$ cat config.mk
export PLATFORM = sky130hd
export DESIGN_NAME = ascii_to_unsigned_parser_core
export DESIGN_NICKNAME = d
export VERILOG_FILES = /design/src/hdl/ascp_pkg.sv /design/src/hdl/ascii_to_unsigned_parser_core.sv /design/src/hdl/ascp_cfg.sv /design/src/hdl/ascp_step.sv /design/src/hdl/ascp_out_reg.sv
export SDC_FILE = /design/constraint.sdc
export NUM_CORES = 1
export LEC_CHECK = 0
export BUFFER_PORTS_ARGS = -buffer_cell sky130_fd_sc_hd__buf_4
export CAP_MARGIN = 10
export CORE_MARGIN = 3
export CORE_UTILIZATION = 50
export CTS_CLUSTER_SIZE = 20
export DETAILED_ROUTE_END_ITERATION = 10
export GPL_ROUTABILITY_DRIVEN = 1
export HOLD_SLACK_MARGIN = 0.05
export PLACE_DENSITY = 0.68
export SYNTH_ARGS = -nofsm -noshare
export SYNTH_HDL_FRONTEND = slang
export SYNTH_SLANG_ARGS = --single-unit
export TNS_END_PERCENT = 50
$ cat constraint.sdc
create_clock -name clk -period 13.75 [get_ports clk]
set_input_delay 0 -clock clk [delete_from_list [all_inputs] [get_ports clk]]
set_output_delay 0 -clock clk [all_outputs]
set_load 0.02 [all_outputs]
$ cat src/hdl/ascp_pkg.sv
// ----------------------------------------------------------------------------
// ascp_pkg
// Shared types, constants and helper functions of the ASCII to unsigned parser.
// ----------------------------------------------------------------------------
package ascp_pkg;

  localparam int OFFSET_WIDTH  = 16;
  localparam int VALUE_WIDTH   = 64;
  localparam int BASE_WIDTH    = 6;
  localparam int CHAR_WIDTH    = 8;
  localparam int RESULT_OFFSET_WIDTH = 16;
  localparam int PROD_WIDTH    = VALUE_WIDTH + BASE_WIDTH;
  localparam int PADDR_WIDTH   = 3;
  localparam int PDATA_WIDTH   = 32;

  typedef logic [CHAR_WIDTH-1:0]   char_t;
  typedef logic [BASE_WIDTH-1:0]   base_t;
  typedef logic [VALUE_WIDTH-1:0]  value_t;
  typedef logic [OFFSET_WIDTH-1:0] pos_t;

  // Character codes
  localparam char_t CH_NUL   = 8'h00;
  localparam char_t CH_TAB   = 8'h09;
  localparam char_t CH_NL    = 8'h0A;
  localparam char_t CH_SPACE = 8'h20;
  localparam char_t CH_PLUS  = 8'h2B;
  localparam char_t CH_MINUS = 8'h2D;
  localparam char_t CH_ZERO  = 8'h30;
  localparam char_t CH_NINE  = 8'h39;
  localparam char_t CH_UA    = 8'h41;
  localparam char_t CH_UZ    = 8'h5A;
  localparam char_t CH_LA    = 8'h61;
  localparam char_t CH_LZ    = 8'h7A;
  localparam char_t CH_UX    = 8'h58;
  localparam char_t CH_LX    = 8'h78;
  localparam char_t LETTER_OFFSET = 8'd10;

  // Bases
  localparam base_t BASE_DETECT = 6'd0;
  localparam base_t BASE_OCT    = 6'd8;
  localparam base_t BASE_DEC    = 6'd10;
  localparam base_t BASE_HEX    = 6'd16;

  localparam pos_t   POS_MAX   = '1;
  localparam value_t VALUE_MAX = '1;

  // Register index, taken from paddr[2]
  localparam logic REG_BASE_SETTING = 1'b0;

  typedef enum logic [2:0] {
    PH_DONE,
    PH_LEAD,
    PH_SIGNED,
    PH_ZERO,
    PH_DIGITS
  } phase_t;

  typedef struct packed {
    char_t char_code;
    logic  start_of_string;
  } char_item_t;

  typedef struct packed {
    value_t                         value;
    logic [RESULT_OFFSET_WIDTH-1:0] end_offset;
    logic                           overflowed;
  } result_item_t;

  typedef struct packed {
    phase_t phase;
    value_t accumulator;
    logic   minus_seen;
    base_t  active_base;
    pos_t   char_position;
  } parse_state_t;

  typedef struct packed {
    logic  valid;
    base_t value;
  } digit_t;

  function automatic digit_t digit_decode(input char_t c);
    digit_t d;
    d.valid = 1'b1;
    if (c >= CH_ZERO && c <= CH_NINE) begin
      d.value = BASE_WIDTH'(c - CH_ZERO);
    end else if (c >= CH_UA && c <= CH_UZ) begin
      d.value = BASE_WIDTH'(c - CH_UA + LETTER_OFFSET);
    end else if (c >= CH_LA && c <= CH_LZ) begin
      d.value = BASE_WIDTH'(c - CH_LA + LETTER_OFFSET);
    end else begin
      d.valid = 1'b0;
      d.value = '0;
    end
    return d;
  endfunction

  function automatic logic [RESULT_OFFSET_WIDTH-1:0] offset_out(input pos_t p);
    logic [31:0] w;
    w = 32'(p);
    return w[RESULT_OFFSET_WIDTH-1:0];
  endfunction

endpackage

$ cat src/hdl/ascii_to_unsigned_parser_core.sv
// ----------------------------------------------------------------------------
// ascii_to_unsigned_parser_core
// Streaming strtoul-style parser: one character per transaction, at most one
// result per string with value, end offset and overflow flag.
//
//   channel  direction  handshake                  payload
//   char     in         char_valid / char_ready    char_data   (char_item_t)
//   result   out        result_valid / result_ready result_data (result_item_t)
//   config   in         APB psel/penable/pready    base_setting at 0x0
//
// One character per cycle sustained unless a result stalls; a character is
// held in the input register, and its result is then loaded into the result
// register. The 64x6 multiply-add of the digit step sets the cycle time. Reset
// clears parse state and the base setting. A stalled result only holds back a
// character that would end a parse; other characters keep flowing past it.
// ----------------------------------------------------------------------------
module ascii_to_unsigned_parser_core (
  input  logic                             clk,
  input  logic                             rst,
  input  logic                             char_valid,
  output logic                             char_ready,
  input  ascp_pkg::char_item_t             char_data,
  output logic                             result_valid,
  input  logic                             result_ready,
  output ascp_pkg::result_item_t           result_data,
  input  logic                             psel,
  input  logic                             penable,
  input  logic                             pwrite,
  input  logic [ascp_pkg::PADDR_WIDTH-1:0] paddr,
  input  logic [ascp_pkg::PDATA_WIDTH-1:0] pwdata,
  output logic [ascp_pkg::PDATA_WIDTH-1:0] prdata,
  output logic                             pready
);
  import ascp_pkg::*;

  base_t        base_setting;
  char_item_t   in_item;
  logic         in_full;
  parse_state_t st;
  parse_state_t st_next;
  logic         step_emit;
  result_item_t step_result;
  logic         out_free;
  logic         step_fire;

  ascp_cfg u_cfg (
    .clk          (clk),
    .rst          (rst),
    .psel         (psel),
    .penable      (penable),
    .pwrite       (pwrite),
    .paddr        (paddr),
    .pwdata       (pwdata),
    .prdata       (prdata),
    .pready       (pready),
    .base_setting (base_setting)
  );

  ascp_step u_step (
    .cur          (st),
    .item         (in_item),
    .base_setting (base_setting),
    .next         (st_next),
    .emit         (step_emit),
    .result       (step_result)
  );

  // a character that ends no parse never waits on the result side
  assign step_fire  = in_full && (!step_emit || out_free);
  assign char_ready = !in_full || step_fire;

  always_ff @(posedge clk) begin
    if (rst) begin
      in_full <= 1'b0;
    end else if (char_valid && char_ready) begin
      in_full <= 1'b1;
    end else if (step_fire) begin
      in_full <= 1'b0;
    end
  end

  always_ff @(posedge clk) begin
    if (char_valid && char_ready) begin
      in_item <= char_data;
    end
  end

  always_ff @(posedge clk) begin
    if (rst) begin
      st.phase         <= PH_DONE;
      st.accumulator   <= '0;
      st.minus_seen    <= 1'b0;
      st.active_base   <= BASE_DETECT;
      st.char_position <= '0;
    end else if (step_fire) begin
      st <= st_next;
    end
  end

  ascp_out_reg u_out (
    .clk       (clk),
    .rst       (rst),
    .load      (step_fire && step_emit),
    .load_data (step_result),
    .ready     (result_ready),
    .valid     (result_valid),
    .data      (result_data),
    .free      (out_free)
  );

  a_no_stall_when_empty: assert property (@(posedge clk) disable iff (rst)
    in_full && !result_valid |-> step_fire)
    else $error("held character not processed while result slot empty");

  a_done_after_emit: assert property (@(posedge clk) disable iff (rst)
    step_fire && step_emit |=> st.phase == PH_DONE)
    else $error("parse not closed after result");

  a_overflow_all_ones: assert property (@(posedge clk) disable iff (rst)
    result_valid && result_data.overflowed |-> &result_data.value)
    else $error("overflow result without all-ones value");

  a_done_ignores: assert property (@(posedge clk) disable iff (rst)
    step_fire && st.phase == PH_DONE && !in_item.start_of_string |-> !step_emit)
    else $error("result from a character outside any parse");

endmodule

$ cat src/hdl/ascp_cfg.sv
// ----------------------------------------------------------------------------
// ascp_cfg
// APB register slave holding the base setting.
// ----------------------------------------------------------------------------
module ascp_cfg (
  input  logic                          clk,
  input  logic                          rst,
  input  logic                          psel,
  input  logic                          penable,
  input  logic                          pwrite,
  input  logic [ascp_pkg::PADDR_WIDTH-1:0] paddr,
  input  logic [ascp_pkg::PDATA_WIDTH-1:0] pwdata,
  output logic [ascp_pkg::PDATA_WIDTH-1:0] prdata,
  output logic                          pready,
  output ascp_pkg::base_t               base_setting
);
  import ascp_pkg::*;

  logic wr_en;

  assign pready = 1'b1;
  assign wr_en  = psel && penable && pwrite && pready && (paddr[2] == REG_BASE_SETTING);

  always_ff @(posedge clk) begin
    if (rst) begin
      base_setting <= BASE_DETECT;
    end else if (wr_en) begin
      base_setting <= pwdata[BASE_WIDTH-1:0];
    end
  end

  always_comb begin
    if (paddr[2] == REG_BASE_SETTING) begin
      prdata = PDATA_WIDTH'(base_setting);
    end else begin
      prdata = '0;
    end
  end

endmodule

$ cat src/hdl/ascp_step.sv
// ----------------------------------------------------------------------------
// ascp_step
// Next-state and result logic for one character: skip, sign, prefix, digit.
// ----------------------------------------------------------------------------
module ascp_step (
  input  ascp_pkg::parse_state_t cur,
  input  ascp_pkg::char_item_t   item,
  input  ascp_pkg::base_t        base_setting,
  output ascp_pkg::parse_state_t next,
  output logic                   emit,
  output ascp_pkg::result_item_t result
);
  import ascp_pkg::*;

  parse_state_t          s;
  logic                  handled;
  logic                  do_advance;
  char_t                 c;
  digit_t                dg;
  logic [PROD_WIDTH-1:0] prod;
  logic [VALUE_WIDTH:0]  sum;
  pos_t                  pos_inc;

  assign c  = item.char_code;
  assign dg = digit_decode(c);

  always_comb begin
    s = cur;
    if (item.start_of_string) begin
      s.phase         = PH_LEAD;
      s.accumulator   = '0;
      s.minus_seen    = 1'b0;
      s.active_base   = base_setting;
      s.char_position = '0;
    end

    handled    = (s.phase == PH_DONE);
    do_advance = 1'b0;
    emit       = 1'b0;
    result     = '0;
    prod       = '0;
    sum        = '0;

    if (!handled && s.phase == PH_LEAD) begin
      if (c == CH_SPACE || c == CH_TAB || c == CH_NL) begin
        do_advance = 1'b1;
        handled    = 1'b1;
      end else begin
        s.phase = PH_SIGNED;
        if (c == CH_PLUS || c == CH_MINUS) begin
          s.minus_seen = (c == CH_MINUS);
          do_advance   = 1'b1;
          handled      = 1'b1;
        end
      end
    end

    if (!handled && s.phase == PH_SIGNED) begin
      if (s.active_base == BASE_DETECT) begin
        if (c == CH_ZERO) begin
          do_advance = 1'b1;
          s.phase    = PH_ZERO;
          handled    = 1'b1;
        end else begin
          s.active_base = BASE_DEC;
        end
      end
      if (!handled) begin
        s.phase = PH_DIGITS;
      end
    end

    if (!handled && s.phase == PH_ZERO) begin
      s.phase = PH_DIGITS;
      if (c == CH_LX || c == CH_UX) begin
        s.active_base = BASE_HEX;
        do_advance    = 1'b1;
        handled       = 1'b1;
      end else begin
        s.active_base = BASE_OCT;
      end
    end

    if (!handled) begin
      // digit phase: one multiply-add with a carry-out check
      prod = PROD_WIDTH'(s.accumulator) * PROD_WIDTH'(s.active_base);
      sum  = (VALUE_WIDTH+1)'(prod[VALUE_WIDTH-1:0]) + (VALUE_WIDTH+1)'(dg.value);
      if (dg.valid && c != CH_NUL && dg.value < s.active_base) begin
        if ((|prod[PROD_WIDTH-1:VALUE_WIDTH]) || sum[VALUE_WIDTH]) begin
          emit              = 1'b1;
          result.value      = VALUE_MAX;
          result.overflowed = 1'b1;
          s.phase           = PH_DONE;
        end else begin
          s.accumulator = sum[VALUE_WIDTH-1:0];
          do_advance    = 1'b1;
        end
      end else begin
        emit              = 1'b1;
        result.value      = s.minus_seen ? (VALUE_WIDTH'(0) - s.accumulator) : s.accumulator;
        result.overflowed = 1'b0;
        s.phase           = PH_DONE;
      end
    end

    // offset reflects the position before this character
    result.end_offset = offset_out(s.char_position);

    pos_inc = s.char_position + 1'b1;
    if (do_advance && s.char_position != POS_MAX) begin
      s.char_position = pos_inc;
    end

    next = s;
  end

endmodule

$ cat src/hdl/ascp_out_reg.sv
// ----------------------------------------------------------------------------
// ascp_out_reg
// Result register with valid/ready handshake toward the consumer.
// ----------------------------------------------------------------------------
module ascp_out_reg (
  input  logic                   clk,
  input  logic                   rst,
  input  logic                   load,
  input  ascp_pkg::result_item_t load_data,
  input  logic                   ready,
  output logic                   valid,
  output ascp_pkg::result_item_t data,
  output logic                   free
);
  import ascp_pkg::*;

  assign free = !valid || ready;

  always_ff @(posedge clk) begin
    if (rst) begin
      valid <= 1'b0;
    end else if (load) begin
      valid <= 1'b1;
    end else if (ready) begin
      valid <= 1'b0;
    end
  end

  always_ff @(posedge clk) begin
    if (load) begin
      data <= load_data;
    end
  end

endmodule

==> metrics, run 1 <==
Detailed Routing Iterations Pass 1=6; flops & latches, synth=188; DR WL/cell=20.7 um; Avg Synthesized Cell Area=between 7 and 8 um^2; Most used DFF post-synth=dfxtp_1; worst-path fanout max=between 50 and 60; max_cap viols=0; Synth Warn #=0; RePlAce Congestion=a little under 1; Final Slew Violations=0; Synth Area in Adders=0.249; io pins=167; CP dominant cell by count=buf_4; CP max stage delay=1050 ps; grt ovf=0; Slew @ Worst Pin=1190 ps; Clock Path Buffers=2; post-route setup TNS=0 ps; Crit path max-delay family=compound AO/OA/AOI/OAI gates; xor-xnor portion of the synthesized cell area=0.0465; outcome=complete, no violations; CTS buffer count=17; fin nets=3642; Synth Area in Simple Gates=0.232; Antenna Cells=0; CP Launch Type=register; multi-input logic area=about 18000 um^2; top cells by area, synth=fa_1 20%, edfxtp_1 11%, nor2_1 8.0%; Max H-tree Level=4; Worst Setup End Kind=output port; synth cell count leaders=536 x nor2_1, 382 x inv_1, 269 x nand2_1, 250 x fa_1, 216 x a21oi_1; worst path arrival time=11720 ps; antenna violations before repair=1; Cell Area, Synth=25200 um^2; Die Span Y=around 230 um; Setup Skew=just under 20 ps; Post-DP Area=26400 um^2; Vias=24200; CP Class=reg2out; most numerous cell in the Yosys netlist=nor2_1; Synth-to-Final Area Change=7.72%; Core ar.=49400 um^2; ANT nets after route=0; placed cell count=roughly 3900; first-pass GRT wire length=approximately 130000 um; Period minus WS final=roughly 12000 ps; cell taking the most area after synthesis=fa_1; Port Buf Inserts=111; Residual DRC=0; non-filler cells, final=slightly below 4000; relative slew slack=0.183; share of the synthesized area in the top cell type=0.199; initial core utilization=0.510; power per cell area=48.9 nW/um^2; final-layout fill cell count=approximately 4700; share of layout cells above drive strength 1=0.0701; All-Layer GR Usage=0.303; mux cell area share after synthesis=0.0137; maximum clock rate=85.3 MHz; fin area=about 27000 um^2; sequential standard cell area=4660 um^2; vias in the first global route=23200; Via density=6.17; number of synthesized flops with an enable pin=90; Worst path slowest cell=a2111oi_0; compound-cell area share of the yosys netlist=0.181; RSZ-0062 raised after global routing=no; Post-synth ARST share=0; Clk pin slew, worst setup/hold paths=about 70 ps; post-detail-place hpwl=63900 um; DRT Wirelength=approximately 81000 um; VDD IR max=75.4 uV; row cnt=81; fin crit share=0.852; min-delay worst type=in2reg; Die X=230 um; largest net degree at the start of global routing=70; synthesized instance count=approximately 3200; Clock Sinks=188; LEAKAGE=11.1 nW; Setup Buffers After CTS=0; clock root buffer master=clkbuf_16; Netlist cell types=93; critical path required time=between 10000 and 15000 ps; endpoints failing setup=0; final hold viol count=0; initial DRC count=between 2000 and 3000; Seq/Total Area, Yosys=0.185; die area=53100 um^2; largest family of logic cells by synthesized area=adder cells; crit path buf inv count=7; CTS tree=yes; Clock Latency Late Sink=460 ps
## flip-flops by register name, summed over array words and instances, names as in the netlist
register / count
u_out.valid: 1
u_cfg.base_setting: 6
u_out.data: 81
st: 90
in_item: 9
in_full: 1
## final cells by class
type,count,share of cell area
Multi-Input combinational cell,2493,0.677
Clock buffer,19,0.0167
Tap cell,664,0.0306
Clock inverter,13,0.00572
Timing Repair Buffer,157,0.0455
Sequential cell,188,0.172
Inverter,383,0.0530
## metrics by stage
| stage | utilization | hold slack (ps) | setup slack (ps) | power [mW] |
|---|---|---|---|---|
| 3_5_place_dp | 0.534 | 181 | 2460 | 0.809 |
| 6_report | 0.550 | 81.6 | 2030 | 1.33 |
| 4_1_cts | 0.550 | 63.5 | 2400 | 1.33 |
| 2_1_floorplan | - | 78.1 | 1820 | 0.748 |
| 5_1_grt | 0.550 | 129 | 1650 | 1.37 |
| 3_3_place_gp | 0.534 | 182 | 2640 | 0.806 |
## final timing paths
kind	from	to	slack [ps]	depth (start not counted)
max	in_item[0]	char_ready	2030	29
min	result_ready	u_out.valid	80	4
max reg2reg	in_item[0]	in_item[3]	2050	29
min reg2reg	st[55]	st[55]	490	2
## logic make-up (layout without fill, tap and decap cells)
family	count (synthesis)	count (layout)
fa+ha+maj	351	351
other cells	2	27
buf+inv	581	572
xor+xnor	133	133
mux	34	34
compound gates	692	692
simple gates	1256	1256
flops	188	188
## where the power goes
group	internal, mW	leakage (nW)	switching (mW)
registers	0.605	1.65	0.0109
clock network	0.283	0.292	0.238
logic	0.0529	9.14	0.136
total	0.941	11.1	0.385
## worst min-delay path, delay by kind of cell
kind            cells  cell delay [ps]
simple gates        2              260
buf+inv             1               70
compound gates      1              160
## timing repair
action | 4_1_cts | 5_1_grt
gates resized for setup | 0 | 0
endpoints found under the hold margin | 17 | 0
hold buffers | 17 | 0
## routing by layer
| metal | up-vias | part of all wire | global-route usage |
|---|---|---|---|
| met2 | 1206 | 0.44 | 0.465 |
| met4 | 0 | 0.021 | 0.0791 |
| met5 | - | 0 | 0 |
| met1 | 11800 | 0.45 | 0.437 |
| li1 | 11000 | - | - |
| met3 | 123 | 0.093 | 0.0610 |
## layout by cell type (no fill, tap or decap), types with 53 or more instances in the layout
cell	n
dfxtp_1	98
ha_1	101
nand3_1	58
edfxtp_1	90
o21ai_0	123
o32ai_1	53
buf_4	139
a21oi_1	216
nand4_1	67
nor3_1	67
nor2_1	536
fa_1	250
nand2_1	269
xnor2_1	80
inv_1	379
Power figures use the tool's default switching activity.
==> inputs of run 2 (changes only) <==
==> constraint.sdc (replaced) <==
create_clock -name clk -period 11.8 [get_ports clk]
set_input_delay 0 -clock clk [delete_from_list [all_inputs] [get_ports clk]]
set_output_delay 0 -clock clk [all_outputs]
set_load 0.02 [all_outputs]
==> metrics, run 2 (synthesis gave the netlist of run 1 again) <==
CP max stage delay=820 ps; post-route setup TNS=0 ps; power per cell area=57.0 nW/um^2; Slew @ Worst Pin=1150 ps; Core ar.=49400 um^2; fin crit share=0.907; Via density=6.14; endpoints failing setup=0; worst hold path cell count=4; Pint=1.07 mW; LEAKAGE=between 10 and 15 nW; grt ovf=0; RePlAce Congestion=about 0.97; RSZ-0062 raised after global routing=no; Residual DRC=0; Final Slew Violations=0; post-detail-place hpwl=approximately 65000 um; Synth-to-Final Area Change=8.21%; Comb pwr share=0.146; min-delay worst type=in2reg; Largest register FFs=90; Port Buf Inserts=~110; multi-input logic area=18400 um^2; R2R cell count=27; worst-path fanout max=49; commonest cells after routing, fill and taps aside=536 x nor2_1, 379 x inv_1, 269 x nand2_1; largest net degree at the start of global routing=85; first-pass GRT wire length=130000 um; vias in the first global route=approximately 23000; Clk pin slew, worst setup/hold paths=80 ps; Clock Latency Late Sink=around 470 ps; maximum clock rate=93.4 MHz; Tot Pwr=between 1.5 and 2 mW; switching share of power=0.310; io pins=167; Clock Path Buffers=2; row cnt=81; critical path required time=approximately 12000 ps; Regs by FF count=st: 90 flops, u_out.data: 81 flops, in_item: 9 flops; All-Layer GR Usage=0.307; outcome=complete, no violations; fin nets=about 3700; Psw=0.482 mW; sequential standard cell area=4660 um^2; CP Class=reg2reg; DR WL/cell=20.9 um; antenna violations before repair=0; Top reg by flops=st; Setup Buffers After CTS=0; Die Span Y=230 um; commonest non-fill, non-tap cell in the layout=nor2_1; Clock Sinks=188; CP Launch Type=register; CTS buffer count=17; max_cap viols=0; clock root buffer master=clkbuf_16; ANT nets after route=0; CTS tree=yes; VDD IR max=83.1 uV; worst path arrival time=10800 ps; Die X=230 um; Period minus WS final=10700 ps; Detailed Routing Iterations Pass 1=5; initial core utilization=0.510; Clock power frac=0.394; initial DRC count=2517; Vias=24100; Worst path slowest cell=a311oi_1; share of total power in sequential cells=0.460; Antenna Cells=0; share of layout cells above drive strength 1=0.0730; post-CTS sizing=0; DRT Wirelength=82200 um; Hold Buf Count CTS=17; Worst Setup End Kind=register; die area=53100 um^2; relative slew slack=0.228; final-layout fill cell count=between 4000 and 5000; final hold viol count=0; Max H-tree Level=4; Setup Skew=17.9 ps
## run 2: cell count changes in the layout (fill, tap and decap cells not counted)
cell and change:
bufinv_16 -2, inv_6 -2, inv_12 +1, clkinvlp_4 -2, buf_4 +5, clkinv_8 +5
clkinv_2 -1, buf_12 +3, clkbuf_1 -1, clkinv_1 -1, inv_8 +3
## run 2: power by group through the flow
stage	logic (mW)	registers (mW)	clock network, mW
3_5_place_dp	0.219	0.731	0
2_1_floorplan	0.128	0.743	0
6_report	0.227	0.716	0.612
5_1_grt	0.242	0.717	0.644
3_3_place_gp	0.215	0.730	0
4_1_cts	0.224	0.716	0.618
## run 2: worst paths after layout
path / endpoint / slack (ps) / start
max: u_out.data[37] / 1100 / in_item[1]
min: u_out.valid / 80 / result_ready
max reg2reg: u_out.data[37] / 1100 / in_item[1]
min reg2reg: st[44] / 490 / st[44]
## run 2: layer usage
metal	track usage	vias up	wire length [um]
li1	-	11000	-
met1	0.444	11800	36200
met2	0.463	1159	35700
met3	0.0708	97	8460
met4	0.0832	0	1880
met5	0	-	0
## run 2: cell type report
class	count	area share
clock buffer	18	0.0165
sequential	188	0.171
tap	664	0.0305
timing repair buffer	165	0.0488
clock inverter	14	0.00679
inverter	383	0.0527
multi-input combinational	2493	0.673
## run 2: metrics by stage
stage	cell area [um^2]	std cells	util	worst slack [ps]	hold WS, ps
after floorplan	25300	3262	-	1410	78.1
after global placement	26500	3876	0.536	1510	182
after detailed placement	26500	3876	0.536	1290	179
after CTS	27300	3925	0.552	1270	60.3
after global routing	27300	3925	0.552	556	114
final	27300	3925	0.552	1100	82.1
## run 2: critical path: cells and delay by family (launching register included)
kind	cells	cell delay, ps
adder cells (fa/ha/maj)	5	2230
AO/OA/AOI/OAI	9	3440
buffers and inverters	5	1500
flip-flops	1	550
AND/OR/NAND/NOR	8	2520
